==> config.mk <==
export PLATFORM = sky130hd
export DESIGN_NAME = rau_queue
export DESIGN_NICKNAME = d
export VERILOG_FILES = /design/src/hw/rtl/rau_pkg.sv /design/src/hw/rtl/rau_queue.sv
export SDC_FILE = /design/constraint.sdc
export NUM_CORES = 1
export LEC_CHECK = 0
export BUFFER_PORTS_ARGS = -buffer_cell sky130_fd_sc_hd__buf_2
export CAP_MARGIN = 20
export CORE_MARGIN = 3
export CORE_UTILIZATION = 56
export CTS_CLUSTER_DIAMETER = 30
export CTS_CLUSTER_SIZE = 25
export DETAILED_ROUTE_END_ITERATION = 10
export PLACE_DENSITY = 0.9
export SLEW_MARGIN = 20
export SYNTH_ARGS = -nofsm -noshare
export SYNTH_HDL_FRONTEND = slang
export SYNTH_SLANG_ARGS = --single-unit
==> constraint.sdc <==
create_clock -name i_clk -period 10.5 [get_ports i_clk]
set_input_delay 0.525 -clock i_clk [delete_from_list [all_inputs] [get_ports i_clk]]
set_output_delay 0.525 -clock i_clk [all_outputs]
set_load 0.01 [all_outputs]
==> src/hw/rtl/rau_pkg.sv <==
// Types, codes and helpers for the rational arithmetic unit.
// No dependencies.
`timescale 1ns / 1ps
`default_nettype none

package rau_pkg;

    localparam int MAG_W  = 32;
    localparam int PROD_W = 64;

    localparam logic [1:0] MODE_ADD = 2'd0;
    localparam logic [1:0] MODE_SUB = 2'd1;
    localparam logic [1:0] MODE_MUL = 2'd2;
    localparam logic [1:0] MODE_DIV = 2'd3;

    localparam logic [1:0] ST_OK       = 2'd0;
    localparam logic [1:0] ST_ZERO_DEN = 2'd1;
    localparam logic [1:0] ST_DIV_ZERO = 2'd2;
    localparam logic [1:0] ST_OVERFLOW = 2'd3;

    typedef struct packed {
        logic             neg;
        logic [MAG_W-1:0] mag;
    } t_sm;

    typedef struct packed {
        logic              neg;
        logic [PROD_W-1:0] mag;
    } t_prod;

    typedef struct packed {
        logic [1:0] mode;
        logic [1:0] status;
        t_sm        an;
        t_sm        ad;
        t_sm        bn;
        t_sm        bd;
    } t_item;

    // sign-extend the low vw bits and split into sign and magnitude
    function automatic t_sm to_sm(input logic [MAG_W-1:0] raw, input int unsigned vw);
        logic signed [MAG_W-1:0] sx;
        logic [MAG_W-1:0]        u;
        t_sm                     r;
        sx    = $signed(raw << (MAG_W - vw)) >>> (MAG_W - vw);
        u     = sx;
        r.neg = u[MAG_W-1];
        r.mag = r.neg ? (~u + {{(MAG_W-1){1'b0}}, 1'b1}) : u;
        return r;
    endfunction

endpackage

`default_nettype wire

==> src/hw/rtl/rau_queue.sv <==
// Two-entry queue between the front end and the back end.
// Depends on rau_pkg.
`timescale 1ns / 1ps
`default_nettype none

module rau_queue import rau_pkg::*; (
    input  wire logic  i_clk,
    input  wire logic  i_rst_n,
    input  wire logic  i_push,
    input  wire t_item i_item,
    output logic       o_full,
    input  wire logic  i_pop,
    output logic       o_avail,
    output t_item      o_item
);

    t_item      r_mem [2];
    logic       r_wr;
    logic       r_rd;
    logic [1:0] r_cnt;

    always_ff @(posedge i_clk) begin
        if (!i_rst_n) begin
            r_wr  <= 1'b0;
            r_rd  <= 1'b0;
            r_cnt <= 2'd0;
        end else begin
            if (i_push) begin
                r_wr <= ~r_wr;
            end
            if (i_pop) begin
                r_rd <= ~r_rd;
            end
            case ({i_push, i_pop})
                2'b10:   r_cnt <= r_cnt + 2'd1;
                2'b01:   r_cnt <= r_cnt - 2'd1;
                default: r_cnt <= r_cnt;
            endcase
        end
    end

    always_ff @(posedge i_clk) begin
        if (i_push) begin
            r_mem[r_wr] <= i_item;
        end
    end

    assign o_full  = r_cnt[1];
    assign o_avail = r_cnt != 2'd0;
    assign o_item  = r_mem[r_rd];

endmodule

`default_nettype wire

==> results of run 1 <==
-- worst max-delay path: stages (launching register included) --
cell and delay, ns:
dfxtp_4 1.06, buf_4 0.85, mux2_2 0.44, buf_2 0.15
-- worst max-delay path by stage --
stage | from | endpoint | slack (ns)
4_1_cts | flop | o_item[62] | 6.86
6_report | flop | o_item[62] | 6.92
5_1_grt | flop | o_item[126] | 6.76
3_5_place_dp | flop | o_item[62] | 7.42
2_1_floorplan | i_push | r_mem[0][0] | 3.55
3_3_place_gp | flop | o_item[129] | 7.52
-- power breakdown --
group,switching (W),leakage (nW),internal [W],total [W]
Sequential,0.0000297,2.59,0.00128,0.00131
Clock,0.000483,0.719,0.000955,0.00144
Combinational,0.000126,1.82,0.000124,0.000250
-- flip-flops by register name, indices dropped and copies added, names as in the netlist, named ones only --
signal  cells
r_cnt       2
r_mem     272
r_rd        1
r_wr        1
-- cell type report --
class | instances | area, um^2 | share of cell area [%]
timing repair buffer | 281 | 1420 | 10.7
sequential | 277 | 8270 | 62.4
clock buffer | 50 | 1140 | 8.63
inverter | 1 | 3.75 | 0.0283
clock inverter | 28 | 345 | 2.60
multi-input combinational | 151 | 1800 | 13.6
tap | 225 | 282 | 2.12
-- routing by layer --
layer	wire, um	share of wire, %	track usage, %
met1	7760	34	24.6
met2	12200	53	41.0
met3	2080	9.1	7.50
met4	781	3.4	9.48
met5	27	0.12	0
-- stage by stage --
| stage | cell area (um^2) | power [W] |
|---|---|---|
| floorplan | 10200 | 0.00147 |
| global placement | 11800 | 0.00156 |
| detailed placement | 11800 | 0.00158 |
| CTS | 13300 | 0.00302 |
| global route | 13300 | 0.00309 |
| finish | 13300 | 0.00300 |
-- cells by family after synthesis --
logic type / Yosys count
DFF: 277
xor gates and xnor gates: 3
muxes: 136
adders and majority gates: 1
and+or+nand+nor: 8
AOI/OAI and AO/OA: 3
buffers and inverters: 16
-- layout by cell type (no fill, tap or decap) --
| cell | count |
|---|---|
| or2_2 | 1 |
| xor2_1 | 1 |
| bufinv_16 | 7 |
| clkinv_2 | 4 |
| mux2_4 | 40 |
| clkinvlp_4 | 3 |
| xnor2_1 | 2 |
| clkinv_1 | 6 |
| dfxtp_4 | 1 |
| buf_2 | 277 |
| a21boi_1 | 1 |
| and2_4 | 1 |
| inv_6 | 4 |
| o21ai_0 | 1 |
| o21a_1 | 1 |
| mux2_2 | 96 |
| nor2_4 | 1 |
| nor2b_1 | 1 |
| or3_1 | 1 |
| dfxtp_1 | 4 |
| clkbuf_1 | 5 |
| ha_1 | 1 |
| buf_4 | 4 |
| clkbuf_16 | 45 |
| edfxtp_1 | 272 |
| clkinv_4 | 4 |
| and2_1 | 3 |
| inv_1 | 1 |
==> results.ini, run 1 <==
[critical_path]
worst_setup_path_end_kind = primary output
cp-start-kind = flop
reg2reg_from = r_wr
worst_ep_arrival_time_ns = 3.05
critical_path_class = flop to primary output
r2r_cells = 3
r2r_slack_ns = 7.97
r2r-end = r_mem[0][89]
crit_fanout = 74
worstPathRequired_ns = 9.98

[synth]
synth_ff_type = edfxtp_1
ys_seq_area_share_pct = 81.3
ys_top_cells_by_count = edfxtp_1 (272), mux2_2 (96), mux2_4 (40), buf_2 (9), buf_6 (6)
synth-simple-area-share_pct = 0.467
synth_edf_count = 272
synthesis.area_mm2 = 0.0102
synth_compound_area_share_pct = 0.197
yosys.area.top_type = edfxtp_1
synthesis.yosys.warnings = 0
synth_adder_area_share_pct = 0.123
synth.distinct_cells = 18
syn-num-nets = 585
synthXorXnorAreaFrac_pct = 0.258
synth_top_family_by_area = multiplexers
synthMostInstantiatedCell = edfxtp_1
synth_top_area_share_pct = 80.3
muxShareOfSynthArea_pct = 16.5
synth-async-reset-ratio_pct = 0
netlist_instances = 444
yosys-top-cells-area = edfxtp_1 (80%), mux2_2 (11%), mux2_4 (5.9%)
synth.avg_cell_area_um2 = 22.9
ys_ff_latch = 277

[timing]
max-slew-margin-rel_pct = 28.2
setup_viol = 0
worstMarginPinSlew_ns = 1.08
layout_setup_ws_ns = 6.92
fin_crit_sh_pct = 34.1
fin_skew_ns = 0.0225
tns_ns = 0
hold_violations = 0
drv_slew = 0
rsz0062_at_grt = false
final.min_clock_period_ns = 3.58
fmax_ghz = 0.280
timing.hold.ws_ns = 0.197

[clock_network]
cts_max_path_buffers = 3
ctsResizeCount = 0
clock_sinks = 277
clk_pin_slew_ns = 0.06
cts_hold_buf = 0
clk-insertion-delay-late_ns = 0.51
cts_tree = done
postCtsSetupBuffers = 0
cts.htree.levels = 2
cts_root_buf = clkbuf_16
cts_buffers = 44

[final_layout]
fill_cells = 948
fin_util_pct = 75.6
diodes = 0
areaGrowthSynthToFinish_pct = 30.4
finalNonFillerCells = 1013
final_layout_size_suffix_gt1_share_pct = 61.9
final_net_count = 897

[drt]
wl_mm = 22.9
post-route-drc-count = 0
via_count = 5481
antenna_left = 0
drtPass1Iterations = 6
routedWlPerCell_um = 22.6
vias_per_cell = 5.41
drt_iter0_drc = 276

[power]
p_leak_nw = 5.14
ir_drop_mv = 0.227
p_per_area_mw_per_mm2 = 226

[placement]
place_hpwl_mm = 13.8
port_buffers = 277
routabilityCongestion = 0.793
dp_slack_ns = 7.42
dp_cells = 935

[floorplan]
fp.dieW_um = 141
design.core.area_mm2 = 0.0175
initial_core_util_pct = 58.0
die_h_um = 141
num_rows = 48
die_area_mm2 = 0.0198
pin_count = 278

[flow_run]
drv_cap = 0

[outcome]
status = finished, final reports clean

[min_path]
hold_depth = 1
worstHoldStart = i_item[0]
hold_end = r_mem[1][0]
hold_path_class = primary input to flop

[global_routing]
grt_max_degree = 75
grt_pass1_wl_mm = 34.3
antenna_found_initial = 2
grt_use_total_pct = 22.8
grt_pass1_vias = 6134
grt-ovfl-total = 0

(Power assumes the default switching activity.)
==> inputs of run 2 (changes only) <==
- CORE_UTILIZATION: 56 -> 52
- PLACE_DENSITY: 0.9 -> 0.84
- clock period: 10.5 -> 3.7 ns (I/O delays scaled with it)
==> results.ini, run 2 (synthesized netlist as in run 1, its figures left out) <==
[critical_path]
critical_path_class = flop to primary output  ; unchanged
worstPathRequired_ns = 3.51  ; was 9.98 ns
worst_ep_arrival_time_ns = 2.38  ; was 3.05 ns
cp-start-kind = flop  ; unchanged
worst_setup_path_end_kind = primary output  ; unchanged
crit_fanout = 69  ; was 74

[drt]
wl_mm = 24.5  ; was 22.9 mm
drtPass1Iterations = 4  ; was 6
post-route-drc-count = 0  ; unchanged
antenna_left = 0  ; unchanged
via_count = 6005  ; was 5481
vias_per_cell = 5.04  ; was 5.41
drt_iter0_drc = 297  ; was 276
routedWlPerCell_um = 20.6  ; was 22.6 um

[global_routing]
grt-ovfl-total = 0  ; unchanged
met1_usage_pct = 24.8  ; was 24.6%
grt_use_total_pct = 22.6  ; was 22.8%
antenna_found_initial = 0  ; was 2
grt_max_degree = 138  ; was 75
grt_util_met2_pct = 42.1  ; was 41.0%
grt_pass1_wl_mm = 37.7  ; was 34.3 mm
top_usage_layer = met2  ; unchanged
grt_use_met3_pct = 6.48  ; was 7.50%
grt_pass1_vias = 6773  ; was 6134

[clock_network]
clk_pin_slew_ns = 0.05  ; was 0.06 ns
cts_buffers = 45  ; was 44
cts_max_path_buffers = 3  ; unchanged
cts.htree.levels = 2  ; unchanged
cts_root_buf = clkbuf_16  ; unchanged
clk-insertion-delay-late_ns = 0.51  ; about the same
cts_tree = done  ; unchanged
clock_sinks = 277  ; unchanged
ctsResizeCount = 0  ; unchanged

[placement]
dp_slack_ns = 1.69  ; was 7.42 ns
routabilityCongestion = 0.737  ; was 0.793
place_hpwl_mm = 12.9  ; was 13.8 mm
port_buffers = 277  ; unchanged
dp_cells = 971  ; was 935

[power]
p_per_area_mw_per_mm2 = 591  ; was 226 mW/mm^2
ir_drop_mv = 0.492  ; was 0.227 mV
p_leak_nw = 5.76  ; was 5.14 nW
power_w = 0.00872  ; was 0.00300 W

[timing]
tns_ns = 0  ; unchanged
worstMarginPinSlew_ns = 0.761  ; was 1.08 ns
final.min_clock_period_ns = 2.56
fin_crit_sh_pct = 69.2
fmax_ghz = 0.391
fin_skew_ns = 0.0121  ; was 0.0225 ns
layout_setup_ws_ns = 1.14  ; was 6.92 ns
drv_slew = 0  ; unchanged
hold_violations = 0  ; unchanged
rsz0062_at_grt = false  ; unchanged
setup_viol = 0  ; unchanged
max-slew-margin-rel_pct = 49.3  ; was 28.2%

[final_layout]
final_layout_size_suffix_gt1_share_pct = 53.4  ; was 61.9%
max_flop_register = r_mem  ; unchanged
top_regs = r_mem (272), r_cnt (2)  ; unchanged
layout_commonest_cell = buf_2  ; unchanged
most-common-layout-cells = buf_2 (277), edfxtp_1 (272), dlygate4sd3_1 (137)  ; was buf_2 (277), edfxtp_1 (272), mux2_2 (96)
areaGrowthSynthToFinish_pct = 45.2  ; was 30.4%
largest_register_ffs = 272  ; unchanged
diodes = 0  ; unchanged
final_net_count = 1036  ; was 897
finalNonFillerCells = 1191  ; was 1013

[floorplan]
pin_count = 278  ; unchanged
initial_core_util_pct = 53.7  ; was 58.0%
fp.dieW_um = 146  ; was 141 um
die_area_mm2 = 0.0213  ; was 0.0198 mm^2
die_h_um = 146  ; was 141 um
design.core.area_mm2 = 0.0190  ; was 0.0175 mm^2
num_rows = 50  ; was 48

[outcome]
status = finished, final reports clean  ; unchanged

[flow_run]
drv_cap = 0  ; unchanged

[min_path]
hold_path_class = primary input to flop  ; unchanged

[run 2: cell types whose count changed in the layout (fill, tap and decap cells not counted)]
| cell | change |
|---|---|
| dlygate4sd3_1 | +137 |
| buf_12 | +3 |
| clkinvlp_4 | +1 |
| clkinv_2 | +7 |
| clkinv_1 | -2 |
| clkbuf_16 | +2 |
| inv_6 | -2 |
| buf_4 | -2 |
| bufinv_16 | -1 |
| clkbuf_1 | -1 |
| clkbuf_8 | +1 |
[run 2: worst paths after layout]
check / start / to / slack, ns / cells past startpoint
max reg2reg: r_wr / r_mem[1][123] / 1.96 / 2
min reg2reg: r_rd / flop / 0.61 / 2
min: i_pop / flop / 0.04 / 3
max: flop / o_item[9] / 1.14 / 3
[run 2: repair_timing]
item	CTS	global route
buffers inserted	0	0
hold buffers	137	0
endpoints found under the hold margin	277	0
[run 2: final cells by class]
| type | count | area (um^2) |
|---|---|---|
| Clock buffer | 52 | 1200 |
| Clock inverter | 31 | 333 |
| Fill cell | 958 | 4190 |
| Inverter | 1 | 3.75 |
| Multi-Input combinational cell | 151 | 1800 |
| Sequential cell | 277 | 8270 |
| Tap cell | 260 | 325 |
| Timing Repair Buffer | 419 | 2830 |
[run 2: metrics by stage]
step | hold slack [ns] | instance area [um^2] | util, %
finish | 0.0384 | 14800 | 77.9
global placement | 0.372 | 11900 | 62.6
CTS | 0.0235 | 14800 | 77.9
global route | 0.0493 | 14800 | 77.9
detailed placement | 0.376 | 11900 | 62.6
floorplan | 0.284 | 10200 | -
[run 2: metal layers]
metal	wire length [um]	vias to the layer above
met5	0	-
met4	499	0
met3	1690	47
met2	13600	271
met1	8740	3001
li1	-	2686
[run 2: power by group]
| part | internal [W] | switching (W) | total [W] |
|---|---|---|---|
| clock network | 0.00275 | 0.00141 | 0.00416 |
| logic | 0.000450 | 0.000406 | 0.000856 |
| registers | 0.00364 | 0.0000691 | 0.00371 |
[run 2: critical path, stage by stage (launching register included)]
cell	delay [ns]
dfxtp_4	0.77
buf_12	0.41
mux2_2	0.41
buf_2	0.15
==> inputs of run 3 (changes only) <==
- CORE_UTILIZATION: 52 -> 47
- PLACE_DENSITY: 0.84 -> 0.81
- clock period: 3.7 -> 2.3 ns (I/O delays scaled with it)
==> results.ini, run 3 (synthesized netlist as in run 1, its figures left out) <==
[outcome]
status = finished, final reports clean  ; unchanged

[critical_path]
worst_ep_arrival_time_ns = 1.85  ; was 2.38 ns
r2r-end = r_wr  ; was r_mem[1][123]
reg2reg_from = r_wr  ; unchanged
cp-start-kind = flop  ; unchanged
r2r_slack_ns = 0.40  ; was 1.96 ns
worstPathRequired_ns = 2.18  ; was 3.51 ns
critical_path_class = flop to primary output  ; unchanged
r2r_cells = 4  ; was 2
worst_setup_path_end_kind = primary output  ; unchanged
crit_fanout = 69  ; unchanged

[clock_network]
cts.htree.levels = 2  ; unchanged
clock_sinks = 277  ; unchanged
cts_buffers = 44  ; was 45
clk_pin_slew_ns = 0.05  ; about the same
cts_max_path_buffers = 3  ; unchanged
cts_root_buf = clkbuf_16  ; unchanged
postCtsSetupBuffers = 0  ; unchanged
cts_tree = done  ; unchanged
clk-insertion-delay-late_ns = 0.52  ; was 0.51 ns

[placement]
port_buffers = 277  ; unchanged
dp_cells = 994  ; was 971
placed_area_mm2 = 0.0120  ; was 0.0119 mm^2
place_hpwl_mm = 12.7  ; was 12.9 mm
routabilityCongestion = 0.736  ; was 0.737

[timing]
fmax_ghz = 0.509
worstMarginPinSlew_ns = 0.536  ; was 0.761 ns
hold_violations = 0  ; unchanged
drv_slew = 0  ; unchanged
setup_viol = 0  ; unchanged
final.min_clock_period_ns = 1.96
rsz0062_at_grt = false  ; unchanged
fin_crit_sh_pct = 85.4
fin_skew_ns = 0.0142  ; was 0.0121 ns
max-slew-margin-rel_pct = 64.3  ; was 49.3%
tns_ns = 0  ; unchanged

[global_routing]
grt_pass1_wl_mm = 35.4  ; was 37.7 mm
antenna_found_initial = 2  ; was 0
grt_pass1_vias = 6573  ; was 6773
grt_max_degree = 70  ; was 138
grt_use_total_pct = 19.2  ; was 22.6%
grt-ovfl-total = 0  ; unchanged

[floorplan]
die_area_mm2 = 0.0234  ; was 0.0213 mm^2
initial_core_util_pct = 48.1  ; was 53.7%
pin_count = 278  ; unchanged
design.core.area_mm2 = 0.0212  ; was 0.0190 mm^2
num_rows = 53  ; was 50
die_h_um = 153  ; was 146 um
fp.dieW_um = 153  ; was 146 um

[drt]
wl_mm = 23.0  ; was 24.5 mm
drt_iter0_drc = 297  ; unchanged
routedWlPerCell_um = 19.0  ; was 20.6 um
via_count = 5933  ; was 6005
vias_per_cell = 4.88  ; was 5.04
post-route-drc-count = 0  ; unchanged
antenna_left = 0  ; unchanged
drtPass1Iterations = 6  ; was 4

[power]
power_w = 0.0138  ; was 0.00872 W
p_per_area_mw_per_mm2 = 928  ; was 591 mW/mm^2
p_leak_nw = 5.77  ; was 5.76 nW
ir_drop_mv = 0.777  ; was 0.492 mV

[final_layout]
layout_commonest_cell = buf_2  ; unchanged
most-common-layout-cells = buf_2 (277), edfxtp_1 (272), dlygate4sd3_1 (139)  ; was buf_2 (277), edfxtp_1 (272), dlygate4sd3_1 (137)
final_area_mm2 = 0.0149  ; was 0.0148 mm^2
max_flop_register = r_mem  ; unchanged
finalNonFillerCells = 1215  ; was 1191
fin_util_pct = 70.2  ; was 77.9%
top_regs = r_mem (272), r_cnt (2)  ; unchanged
areaGrowthSynthToFinish_pct = 46.1  ; was 45.2%
final_layout_size_suffix_gt1_share_pct = 53.9  ; was 53.4%
final_net_count = 1045  ; was 1036
fill_cells = 1264  ; was 958
largest_register_ffs = 272  ; unchanged

[min_path]
hold_path_class = primary input to flop  ; unchanged
hold_depth = 3  ; unchanged
hold_end = r_mem[0][61]
worstHoldStart = i_push  ; was i_pop

[flow_run]
drv_cap = 0  ; unchanged

-- run 3: cell types whose count changed in the layout (fill, tap and decap cells not counted), sizes merged --
cell	delta
buf	+8
clkinv	-5
clkbuf	-4
clkinvlp	+4
inv	+3
diode	+2
dlygate4sd3	+2
bufinv	-1
-- run 3: worst max-delay path by stage --
stage,to,slack (ns),cells after the start
2_1_floorplan,r_mem[0][0],-0.44,1
3_3_place_gp,r_mem[1][55],0.81,2
4_1_cts,o_item[79],0.33,3
3_5_place_dp,r_mem[1][56],0.79,2
6_report,o_item[133],0.34,3
5_1_grt,r_wr,0.26,4
-- run 3: through the flow --
step                      hold WS (ns)  setup slack (ns)
after global placement           0.303             0.812
final                            0.141             0.336
after CTS                        0.119             0.330
after detailed placement         0.306             0.795
after global routing             0.149             0.260
after floorplan                  0.214            -0.442
-- run 3: layer usage --
metal  GRT usage (%)  share of wire, %  vias up
li1                -                 -     2708
met1            21.8                37     2899
met2            34.7                53      270
met3            5.12               6.9       56
met4            6.83               3.1        0
met5               0                 0        -
-- run 3: what timing repair did --
item / CTS / global route
hold buffers: 139 / 0
hold endpoints to repair: 277 / 0
gates resized for setup: 0 / 0
-- run 3: where the power goes --
group	switching (W)	leakage, nW	internal (W)
clock	0.00229	0.707	0.00418
sequential	0.0000743	2.60	0.00585
combinational	0.000666	2.47	0.000745
total	0.00303	5.77	0.0108
-- run 3: area by class of cell --
| cell class | instances | area, um^2 | area share, % |
|---|---|---|---|
| repair buffers | 429 | 2950 | 19.9 |
| flip-flops and latches | 277 | 8270 | 55.7 |
| clock inverters | 32 | 345 | 2.32 |
| diodes | 2 | 5.00 | 0.0337 |
| clock buffers | 48 | 1140 | 7.66 |
| well taps | 275 | 344 | 2.32 |
| multi-input cells | 151 | 1800 | 12.1 |
| inverters | 1 | 3.75 | 0.0253 |
-- run 3: critical path, stage by stage (launching register included) --
cell and delay, ns:
dfxtp_4 0.36, buf_12 0.32, mux2_2 0.40, buf_2 0.14
