===== src/hw/rtl/rau_pkg.sv =====
// Types, codes and helpers for the rational arithmetic unit.
// No dependencies.
`timescale 1ns / 1ps
`default_nettype none

package rau_pkg;

    localparam int MAG_W  = 32;
    localparam int PROD_W = 64;

    localparam logic [1:0] MODE_ADD = 2'd0;
    localparam logic [1:0] MODE_SUB = 2'd1;
    localparam logic [1:0] MODE_MUL = 2'd2;
    localparam logic [1:0] MODE_DIV = 2'd3;

    localparam logic [1:0] ST_OK       = 2'd0;
    localparam logic [1:0] ST_ZERO_DEN = 2'd1;
    localparam logic [1:0] ST_DIV_ZERO = 2'd2;
    localparam logic [1:0] ST_OVERFLOW = 2'd3;

    typedef struct packed {
        logic             neg;
        logic [MAG_W-1:0] mag;
    } t_sm;

    typedef struct packed {
        logic              neg;
        logic [PROD_W-1:0] mag;
    } t_prod;

    typedef struct packed {
        logic [1:0] mode;
        logic [1:0] status;
        t_sm        an;
        t_sm        ad;
        t_sm        bn;
        t_sm        bd;
    } t_item;

    // sign-extend the low vw bits and split into sign and magnitude
    function automatic t_sm to_sm(input logic [MAG_W-1:0] raw, input int unsigned vw);
        logic signed [MAG_W-1:0] sx;
        logic [MAG_W-1:0]        u;
        t_sm                     r;
        sx    = $signed(raw << (MAG_W - vw)) >>> (MAG_W - vw);
        u     = sx;
        r.neg = u[MAG_W-1];
        r.mag = r.neg ? (~u + {{(MAG_W-1){1'b0}}, 1'b1}) : u;
        return r;
    endfunction

endpackage

`default_nettype wire


===== src/hw/rtl/rau_front.sv =====
// Front end: takes input transactions, splits operands and classifies errors.
// Depends on rau_pkg.
`timescale 1ns / 1ps
`default_nettype none

module rau_front import rau_pkg::*; #(
    parameter int VALUE_WIDTH = 32
) (
    input  wire logic        i_valid,
    output logic             o_stall,
    input  wire logic [1:0]  i_mode,
    input  wire logic [31:0] i_a_num,
    input  wire logic [31:0] i_a_den,
    input  wire logic [31:0] i_b_num,
    input  wire logic [31:0] i_b_den,
    input  wire logic        i_full,
    output logic             o_push,
    output t_item            o_item
);

    t_sm an, ad, bn, bd;

    always_comb begin
        an = to_sm(i_a_num, VALUE_WIDTH);
        ad = to_sm(i_a_den, VALUE_WIDTH);
        bn = to_sm(i_b_num, VALUE_WIDTH);
        bd = to_sm(i_b_den, VALUE_WIDTH);
        o_item.mode = i_mode;
        o_item.an   = an;
        o_item.ad   = ad;
        o_item.bn   = bn;
        o_item.bd   = bd;
        if (ad.mag == '0 || bd.mag == '0) begin
            o_item.status = ST_ZERO_DEN;
        end else if (i_mode == MODE_DIV && bn.mag == '0) begin
            o_item.status = ST_DIV_ZERO;
        end else begin
            o_item.status = ST_OK;
        end
    end

    assign o_stall = i_full;
    assign o_push  = i_valid & ~i_full;

endmodule

`default_nettype wire


===== config.mk =====
export PLATFORM = sky130hd
export DESIGN_NAME = rau_front
export DESIGN_NICKNAME = d
export VERILOG_FILES = /design/src/hw/rtl/rau_pkg.sv /design/src/hw/rtl/rau_front.sv
export SDC_FILE = /design/constraint.sdc
export NUM_CORES = 1
export LEC_CHECK = 0
export ABC_CLOCK_PERIOD_IN_PS = 4640
export BUFFER_PORTS_ARGS = -buffer_cell sky130_fd_sc_hd__buf_2
export CAP_MARGIN = 20
export CORE_AREA = 2 2 104 106
export DETAILED_ROUTE_END_ITERATION = 12
export DIE_AREA = 0 0 106 108
export PLACE_DENSITY = 0.79
export SLEW_MARGIN = 20
export SYNTH_ARGS = -nofsm -noshare
export SYNTH_HDL_FRONTEND = slang
export SYNTH_SLANG_ARGS = --single-unit
export TNS_END_PERCENT = 10

===== constraint.sdc =====
create_clock -name vclk -period 4.64
set_clock_uncertainty 0.2 [all_clocks]
set_input_delay 0.696 -clock vclk [all_inputs]
set_output_delay 0.696 -clock vclk [all_outputs]
set_load 0.02 [all_outputs]

==> Flow_metrics.wiki, run 1 <==
{| class="wikitable"
! Metric !! Value
|-
| Result of the run || finished clean
|-
| Routed length per placed instance || 15.26 microns
|-
| Remaining global-route overflow || 0
|-
| Clock period minus worst slack || about 4.6 ns
|-
| Netlist cell types || 56
|-
| Initial antenna violation count || 0
|-
| Syn Area/Cell || 6.590 sq um
|-
| Placeable core region || approximately 0.010 sq mm
|-
| Area taken by flip-flops and latches || 0 sq um
|-
| Row count || 37
|-
| Pin slew with the least headroom to its limit || 0.6323 ns
|-
| Post-synthesis sequential area ratio || 0%
|-
| Fin. Hold Viols || 0
|-
| DR iter-0 viols || 342
|-
| Largest vdd supply drop || 74.27 uV
|-
| First-pass detailed-route iteration total || 4
|-
| Data required time at the worst endpoint || 3.74 ns
|-
| Static leakage power || around 0.0021 uW
|-
| Critical Path Start Type || input port
|-
| Die Footprint || ~0.011 sq mm
|-
| Pins over their slew limit || 0
|-
| Sum of net half-perimeters after detailed placement || 11,950 microns
|-
| Max transition margin || 57.52%
|-
| Overall track demand over capacity in global routing || 21.75%
|-
| Worst min-delay path category || input port to output pin
|-
| Most frequent CP cell || sky130_fd_sc_hd__buf_2
|-
| Type of the worst setup path || input port to output pin
|-
| Final Setup Violations || 0
|-
| Residual DRC || 0
|-
| Number of violations of the max-capacitance limit || 0
|-
| Cell Chain, Critical Path || buf_2 -> or4_1 -> nor3_2 -> nand2_1 -> o31a_1 -> or3_1 -> a2111oi_1 -> nand4bb_1 -> and4b_1 -> buf_2
|-
| Fraction of final layout cells sized beyond drive strength 1 || 37.96%
|-
| Net count of the mapped netlist || 690
|-
| Vertical die dimension || 108 microns
|-
| Power density over the cells || 123.3 mW/mm^2
|-
| Synthesis Warnings || 0
|-
| Slowest stage delay, CP || between 0.6 and 0.7 ns
|-
| Portion of the clock cycle consumed by the worst path in the final layout || 99.07%
|-
| Kind of end point of the critical path || output pin
|-
| Via density || roughly 5.7
|-
| Worst path arrival time || roughly 3.7 ns
|-
| Post-DRT Antenna Nets || 0
|-
| Antenna diode count || 0
|-
| Total length of routed wires || 14,180 microns
|-
| Via count || 5,252
|-
| Final estimated routing congestion in global placement || 0.9501
|-
| Sequential cell count || 0
|-
| Starting Density || between 30% and 40%
|-
| Area after detailed placement || 0.005055 sq mm
|-
| Number of nets in the finished design || 931
|-
| Critical-path cell with the highest stage delay || sky130_fd_sc_hd__or4_1
|-
| Vias in the first global route || between 4k and 5k
|-
| Maximum number of pins on one net before global-route repair || 35
|-
| Final Instance Area || about 0.0051 sq mm
|-
| Final-layout setup total negative slack || 0 ns
|-
| Highest net fanout along the worst path || 8
|-
| Wire length of the first global-routing pass || 21,330 microns
|-
| Maximum clock frequency || ~220 MHz
|-
| Number of top-level design ports || 270
|-
| Combined area of all synthesized cells || approximately 0.0037 sq mm
|-
| Hold bufs inserted after CTS || 0
|-
| Hold slack final || 1.427 ns
|-
| Number of buffers added on ports || 270
|-
| Total of clock buffers placed in the layout || 0
|-
| Post-synthesis to final-layout area growth || 38.83%
|-
| Width of the die || 106 microns
|-
| Synth Instances || between 500 and 600
|}
-- per-layer routing --
layer / up-vias / GRT usage [%] / routed length, microns
met3: 10 / 1.989 / 1057
met5: - / 0 / 0
met2: 267 / 39.54 / 7139
met1: 2412 / 28.97 / 5895
li1: 2563 / - / -
met4: 0 / 2.068 / 82
-- cells in the mapped netlist, drive strengths merged (5+ instances only) --
library cell  instances  area share (%)
nand2b               11             1.9
nor2                 30             3.1
a21oi                 7            0.96
xnor2               107              26
inv                  15             1.5
o31ai                35             7.3
nor4b                 5             1.2
nand4                 7             1.2
or4                  16             3.3
buf                  18             3.3
nand3                15             2.1
xor2                 10             2.4
or3                  22             3.9
o41ai                17             4.3
nand4b                6             1.4
clkbuf               29             3.0
nor4                 22             3.9
nand2                50             5.1
nor3                 35             4.9
o21ai                35             4.8
-- where the power goes --
part | switching [uW] | internal, uW | leakage (uW) | total (uW)
logic | 394 | 231 | 0.00207 | 625
registers | 0 | 0 | 0 | 0
clock network | 0 | 0 | 0 | 0
total | 394 | 231 | 0.00207 | 625
-- layout make-up --
cell class | instances | area [sq um]
well taps | 136 | 170.2
fillers | 1097 | 5162
multi-input cells | 492 | 3371
inverters | 15 | 56.30
repair buffers | 286 | 1471
-- cells in the final DEF, fill, tap and decap left out, types with 4 or more instances in the layout --
| cell type | instances |
|---|---|
| sky130_fd_sc_hd__nor2_1 | 30 |
| sky130_fd_sc_hd__buf_2 | 270 |
| sky130_fd_sc_hd__xor2_1 | 10 |
| sky130_fd_sc_hd__o21ai_0 | 35 |
| sky130_fd_sc_hd__or4_1 | 16 |
| sky130_fd_sc_hd__xnor2_1 | 107 |
| sky130_fd_sc_hd__o31a_1 | 4 |
| sky130_fd_sc_hd__inv_1 | 15 |
| sky130_fd_sc_hd__ha_1 | 4 |
| sky130_fd_sc_hd__or3_1 | 20 |
| sky130_fd_sc_hd__nor4_1 | 21 |
| sky130_fd_sc_hd__o41ai_1 | 16 |
| sky130_fd_sc_hd__nor3_1 | 34 |
| sky130_fd_sc_hd__a41oi_1 | 4 |
| sky130_fd_sc_hd__nand2_1 | 50 |
| sky130_fd_sc_hd__buf_4 | 16 |
| sky130_fd_sc_hd__nand4b_1 | 6 |
| sky130_fd_sc_hd__nand3_1 | 15 |
| sky130_fd_sc_hd__o31ai_1 | 34 |
| sky130_fd_sc_hd__nand4_1 | 7 |
| sky130_fd_sc_hd__nand2b_1 | 11 |
| sky130_fd_sc_hd__a21oi_1 | 7 |
| sky130_fd_sc_hd__nor4b_1 | 5 |
-- final timing paths --
path	startpoint	endpoint	slack [ns]	depth (start not counted)
hold / removal	i_mode[0]	o_item[134]	1.43	2
setup / recovery	i_a_den[6]	o_item[133]	0.04	10
-- through the flow --
step           utilization (%)  setup slack, ns  cells  total power (uW)
2_1_floorplan                -           0.4362    554             380.1
3_3_place_gp             49.41           0.1735    928             617.2
3_5_place_dp             49.41           0.1213    928             620.2
4_1_cts                  49.41           0.1078    928             622.3
5_1_grt                  49.54         -0.02208    929             669.6
6_report                 49.54          0.04319    929             624.8
-- worst max-delay path, delay by kind of cell --
family | cells | cell delay [ns]
AO/OA/AOI/OAI | 2 | 0.81
buffers and inverters | 2 | 0.29
AND/OR/NAND/NOR | 6 | 1.90
-- kinds of logic after synthesis --
kind of cell,count (synthesis),synth area share [%]
AOI/OAI and AO/OA,126,24.64
adders and majority gates,4,1.371
muxes,2,0.6168
buffers and inverters,62,7.847
xor gates and xnor gates,117,28.07
and+or+nand+nor,243,37.46
-- timing repair --
| action | in CTS | in global routing |
|---|---|---|
| setup buffers | 0 | 1 |
| setup endpoints to repair | 0 | 1 |
| gates resized for setup | 0 | 2 |
(Power assumes the default switching activity.)
==> inputs of run 2 (changes only) <==
==> constraint.sdc (replaced) <==
create_clock -name vclk -period 4.64
set_clock_uncertainty 0.2 [all_clocks]
set_input_delay 0.464 -clock vclk [all_inputs]
set_output_delay 0.464 -clock vclk [all_outputs]
set_load 0.02 [all_outputs]
==> Flow_metrics.wiki, run 2 (same netlist as run 1, synthesis figures left out) <==
{| class="wikitable"
! Metric !! Value
|-
| PostCTS Resize Cnt || 0
|-
| Gr busiest metal || met2
|-
| Remaining global-route overflow || 0
|-
| Via density || 5.704
|-
| Pin slew with the least headroom to its limit || 0.6727 ns
|-
| Fraction of power consumed by sequential logic || 0%
|-
| Slowest stage delay, CP || 0.62 ns
|-
| Total of clock buffers placed in the layout || 0
|-
| Area of combinational cells with multiple inputs || 0.003364 sq mm
|-
| Number of violations of the max-capacitance limit || 0
|-
| Residual DRC || 0
|-
| Maximum number of pins on one net before global-route repair || 44
|-
| Origin of the worst setup path || i_b_den[12]
|-
| Static leakage power || 0.002006 uW
|-
| Via count || 5,236
|-
| Worst path arrival time || 3.54 ns
|-
| Critical-path cell with the highest stage delay || sky130_fd_sc_hd__nor4_1
|-
| Post-DRT Antenna Nets || 0
|-
| Net Sw Power || between 300 and 400 uW
|-
| Global-route track usage on met3 || 2.351%
|-
| Type of the worst setup path || input port to output pin
|-
| Result of the run || finished clean
|-
| Share of total power in combinational logic || 100.0%
|-
| Number of buffers added on ports || between 200 and 300
|-
| RSZ-0062 raised after global routing || no
|-
| Area taken by flip-flops and latches || 0 sq um
|-
| Instance count on the critical path || 10
|-
| Fin. Hold Viols || 0
|-
| Commonest non-fill, non-tap cell in the layout || sky130_fd_sc_hd__buf_2
|-
| First-pass detailed-route iteration total || 4
|-
| Kind of end point of the critical path || output pin
|-
| Data required time at the worst endpoint || between 3 and 4 ns
|-
| Initial antenna violation count || 2
|-
| Number of top-level design ports || 270
|-
| Final estimated routing congestion in global placement || 0.9074
|-
| Critical Path Start Type || input port
|-
| Hold bufs inserted after CTS || 0
|-
| Sum of net half-perimeters after detailed placement || between 10,000 and 15,000 microns
|-
| Wire length of the first global-routing pass || ~21,000 microns
|-
| Portion of the clock cycle consumed by the worst path in the final layout || 90.67%
|-
| Starting Density || 35.69%
|-
| Final-layout setup total negative slack || 0 ns
|-
| Width of the die || 106 microns
|-
| Power density over the cells || 124.6 mW/mm^2
|-
| Post-synthesis to final-layout area growth || 36.12%
|-
| Highest net fanout along the worst path || 7
|-
| Overall track demand over capacity in global routing || 21.82%
|-
| Cell Chain, Critical Path || buf_2 -> nor4_1 -> nand3_1 -> o31ai_1 -> xnor2_1 -> or4_1 -> nor4_1 -> nand4_1 -> and4b_1 -> buf_2
|-
| Max transition margin || 54.74%
|-
| Setup slack at placement || around 0.46 ns
|-
| Number of nets in the finished design || 918
|-
| Maximum clock frequency || 237.7 MHz
|-
| Net switching fraction of the power || between 60% and 70%
|-
| Routed length per placed instance || 15.25 microns
|-
| Most used cells in the layout excluding fill and tap cells || 270 x sky130_fd_sc_hd__buf_2, 107 x sky130_fd_sc_hd__xnor2_1, 50 x sky130_fd_sc_hd__nand2_1, 35 x sky130_fd_sc_hd__o21ai_0
|-
| Sequential cell count || 0
|-
| Internal Pwr Total || between 200 and 250 uW
|-
| Clock period minus worst slack || 4.207 ns
|-
| DR iter-0 viols || 358
|-
| Global routing met2 resource utilization || 38.20%
|-
| Placeable core region || 0.01023 sq mm
|-
| Worst min-delay path category || input port to output pin
|-
| Final Setup Violations || 0
|-
| Total length of routed wires || 14,000 microns
|-
| Post-CTS setup-driven buffer insertion count || 0
|-
| Met1 usage in global routing || around 28%
|-
| Fraction of final layout cells sized beyond drive strength 1 || between 30 and 40%
|-
| Portion of total power attributed to the clock network || 0%
|-
| Number of instances on the worst hold path || 2
|-
| Final instance count without filler cells || 918
|-
| Largest vdd supply drop || 66.00 uV
|-
| Critical path buffers and inverters || 2
|-
| Vertical die dimension || 108 microns
|-
| Number of fill cells in the layout || between 1k and 1.5k
|-
| Cell count after placement || 916
|-
| Pins over their slew limit || 0
|-
| Vias in the first global route || ~4.6k
|-
| Largest delay contributor family on the critical path || simple AND/OR/NAND/NOR gates
|-
| Final Util || roughly half
|-
| Row count || 37
|-
| Final setup slack of the worst path || about 0.43 ns
|-
| Launch instance of the worst min-delay path || i_mode[0]
|-
| Die Footprint || between 0.01 and 0.015 sq mm
|}
[run 2: changes by cell type in the layout (fill, tap and decap cells not counted)]
cell | previous run | this run
sky130_fd_sc_hd__buf_4 | 16 | 3
sky130_fd_sc_hd__a2111oi_1 | 1 | 0
sky130_fd_sc_hd__diode_2 | 0 | 2
sky130_fd_sc_hd__a2111oi_0 | 1 | 2
sky130_fd_sc_hd__or3_1 | 20 | 21
sky130_fd_sc_hd__or3_4 | 2 | 1
[run 2: final cells by class]
class                           count  share of cell area (%)
Antenna cell                        2                  0.1007
Inverter                           15                   1.133
Multi-Input combinational cell    492                   67.70
Tap cell                          136                   3.424
Timing Repair Buffer              273                   27.64
[run 2: per-layer routing]
| layer | vias up | wire [microns] |
|---|---|---|
| met2 | 301 | 6645 |
| met5 | - | 0 |
| met3 | 29 | 1280 |
| met1 | 2370 | 5660 |
| met4 | 0 | 417 |
| li1 | 2536 | - |
[run 2: path summary, 6_finish.rpt]
kind | slack (ns) | endpoint
setup / recovery | 0.43 | o_item[133]
hold / removal | 0.96 | o_item[134]
[run 2: power by group through the flow]
stage | sequential, uW | clock, uW | combinational, uW
after global placement | 0 | 0 | 614
after CTS | 0 | 0 | 618
after detailed placement | 0 | 0 | 616
final | 0 | 0.0000576 | 619
after global routing | 0 | 0.0000576 | 666
after floorplan | 0 | 0 | 380
[run 2: stage by stage]
stage                     instance area, sq um  hold WS (ns)  total power, uW
after floorplan                           3651        0.8061            380.1
after global placement                    4965        0.9638            614.4
after detailed placement                  4965        0.9640            616.2
after CTS                                 4965        0.9644            618.5
after global routing                      4970        0.9739            666.0
final                                     4970        0.9636            619.3
==> inputs of run 3 (changes only) <==
- BUFFER_PORTS_ARGS: -buffer_cell sky130_fd_sc_hd__buf_2 -> -buffer_cell sky130_fd_sc_hd__buf_4
==> Flow_metrics.wiki, run 3 (same netlist as run 1, synthesis figures left out) <==
{| class="wikitable"
! Metric !! Value
|-
| Largest vdd supply drop || 77.39 uV
|-
| Die Footprint || roughly 0.011 sq mm
|-
| Residual DRC || 0
|-
| Via density || 5.729
|-
| Sequential cell count || 0
|-
| Max transition margin || 53.71%
|-
| Final-layout setup total negative slack || 0 ns
|-
| Post-synthesis to final-layout area growth || 54.28%
|-
| Static leakage power || approximately 0.0022 uW
|-
| Portion of the clock cycle consumed by the worst path in the final layout || 91.76%
|-
| PostCTS Resize Cnt || 0
|-
| Via count || roughly 5.2k
|-
| Placeable core region || 0.01023 sq mm
|-
| Final instance count without filler cells || ~900
|-
| Starting Density || 35.69%
|-
| Width of the die || between 100 and 150 microns
|-
| Number of nets in the finished design || 917
|-
| Total of clock buffers placed in the layout || 0
|-
| Number of top-level design ports || 270
|-
| Kind of end point of the critical path || output pin
|-
| Final setup slack of the worst path || around 0.38 ns
|-
| Clock period minus worst slack || ~4.3 ns
|-
| Pin slew with the least headroom to its limit || 0.6890 ns
|-
| Number of instances on the worst hold path || 2
|-
| Critical Path Start Type || input port
|-
| Row count || 37
|-
| Commonest non-fill, non-tap cell in the layout || sky130_fd_sc_hd__buf_4
|-
| Area taken by flip-flops and latches || 0 sq um
|-
| Hold bufs inserted after CTS || 0
|-
| Worst min-delay path category || input port to output pin
|-
| Type of the worst setup path || input port to output pin
|-
| Highest net fanout along the worst path || 7
|-
| Setup slack at placement || 0.4741 ns
|-
| DR iter-0 viols || roughly 370
|-
| Result of the run || finished clean
|-
| Cell count after placement || 915
|-
| Fraction of final layout cells sized beyond drive strength 1 || 36.71%
|-
| Number of buffers added on ports || 270
|-
| Post-DRT Antenna Nets || 0
|-
| Overall track demand over capacity in global routing || 23.59%
|-
| Wire length of the first global-routing pass || 23,000 microns
|-
| Sum of net half-perimeters after detailed placement || 12,650 microns
|-
| Power density over the cells || approximately 130 mW/mm^2
|-
| Routed length per placed instance || 16.37 microns
|-
| Pins over their slew limit || 0
|-
| Number of violations of the max-capacitance limit || 0
|-
| Maximum number of pins on one net before global-route repair || 44
|-
| Final Util || 55.06%
|-
| Final estimated routing congestion in global placement || around 0.95
|-
| First-pass detailed-route iteration total || 5
|-
| Data required time at the worst endpoint || 3.98 ns
|-
| RSZ-0062 raised after global routing || no
|-
| Maximum clock frequency || 234.9 MHz
|-
| Hold slack final || about 0.94 ns
|-
| Remaining global-route overflow || 0
|-
| Final Setup Violations || 0
|-
| Total length of routed wires || 14,980 microns
|-
| Antenna diode count || 0
|-
| Vias in the first global route || between 4k and 5k
|-
| Fin. Hold Viols || 0
|-
| Post-CTS setup-driven buffer insertion count || 0
|-
| Worst path arrival time || 3.59 ns
|-
| Initial antenna violation count || 0
|-
| Most used cells in the layout excluding fill and tap cells || 272 x sky130_fd_sc_hd__buf_4, 107 x sky130_fd_sc_hd__xnor2_1, 50 x sky130_fd_sc_hd__nand2_1, 35 x sky130_fd_sc_hd__o21ai_0
|-
| Vertical die dimension || 108 microns
|}
==> run 3: final cells by class <==
cell class / instances / area (sq um)
timing repair buffer: 272 / 2042
inverter: 15 / 56.30
tap: 136 / 170.2
multi-input combinational: 492 / 3364
fill: 996 / 4598
==> run 3: path summary, 6_finish.rpt <==
kind | from | end | slack, ns
worst max-delay path | i_b_den[12] | o_item[133] | 0.38
worst min-delay path | i_full | o_stall | 0.94
==> run 3: power breakdown <==
part	switching (uW)	internal, uW	leakage (uW)
sequential	0	0	0
combinational	404	322	0.00223
clock	0	0	0
==> run 3: through the flow <==
step | area, sq um | total power (uW)
floorplan | 3651 | 380.1
global placement | 5633 | 716.2
detailed placement | 5633 | 723.0
CTS | 5633 | 725.2
global route | 5633 | 772.1
finish | 5633 | 726.5
==> run 3: worst max-delay path, cell delays in order <==
cell and delay, ns:
sky130_fd_sc_hd__buf_4 0.13, sky130_fd_sc_hd__nor4_1 0.58, sky130_fd_sc_hd__nand3_1 0.38, sky130_fd_sc_hd__o31ai_1 0.34, sky130_fd_sc_hd__xnor2_1 0.14, sky130_fd_sc_hd__or4_1 0.54, sky130_fd_sc_hd__nor4_1 0.31, sky130_fd_sc_hd__nand4_1 0.27
sky130_fd_sc_hd__and4b_1 0.28, sky130_fd_sc_hd__buf_4 0.16
==> run 3: metal layers <==
| layer | track usage [%] | share of wire (%) |
|---|---|---|
| met2 | 43.23 | 50 |
| met1 | 30.41 | 40 |
| met4 | 3.759 | 1.9 |
| met3 | 2.411 | 7.7 |
| met5 | 0 | 0 |
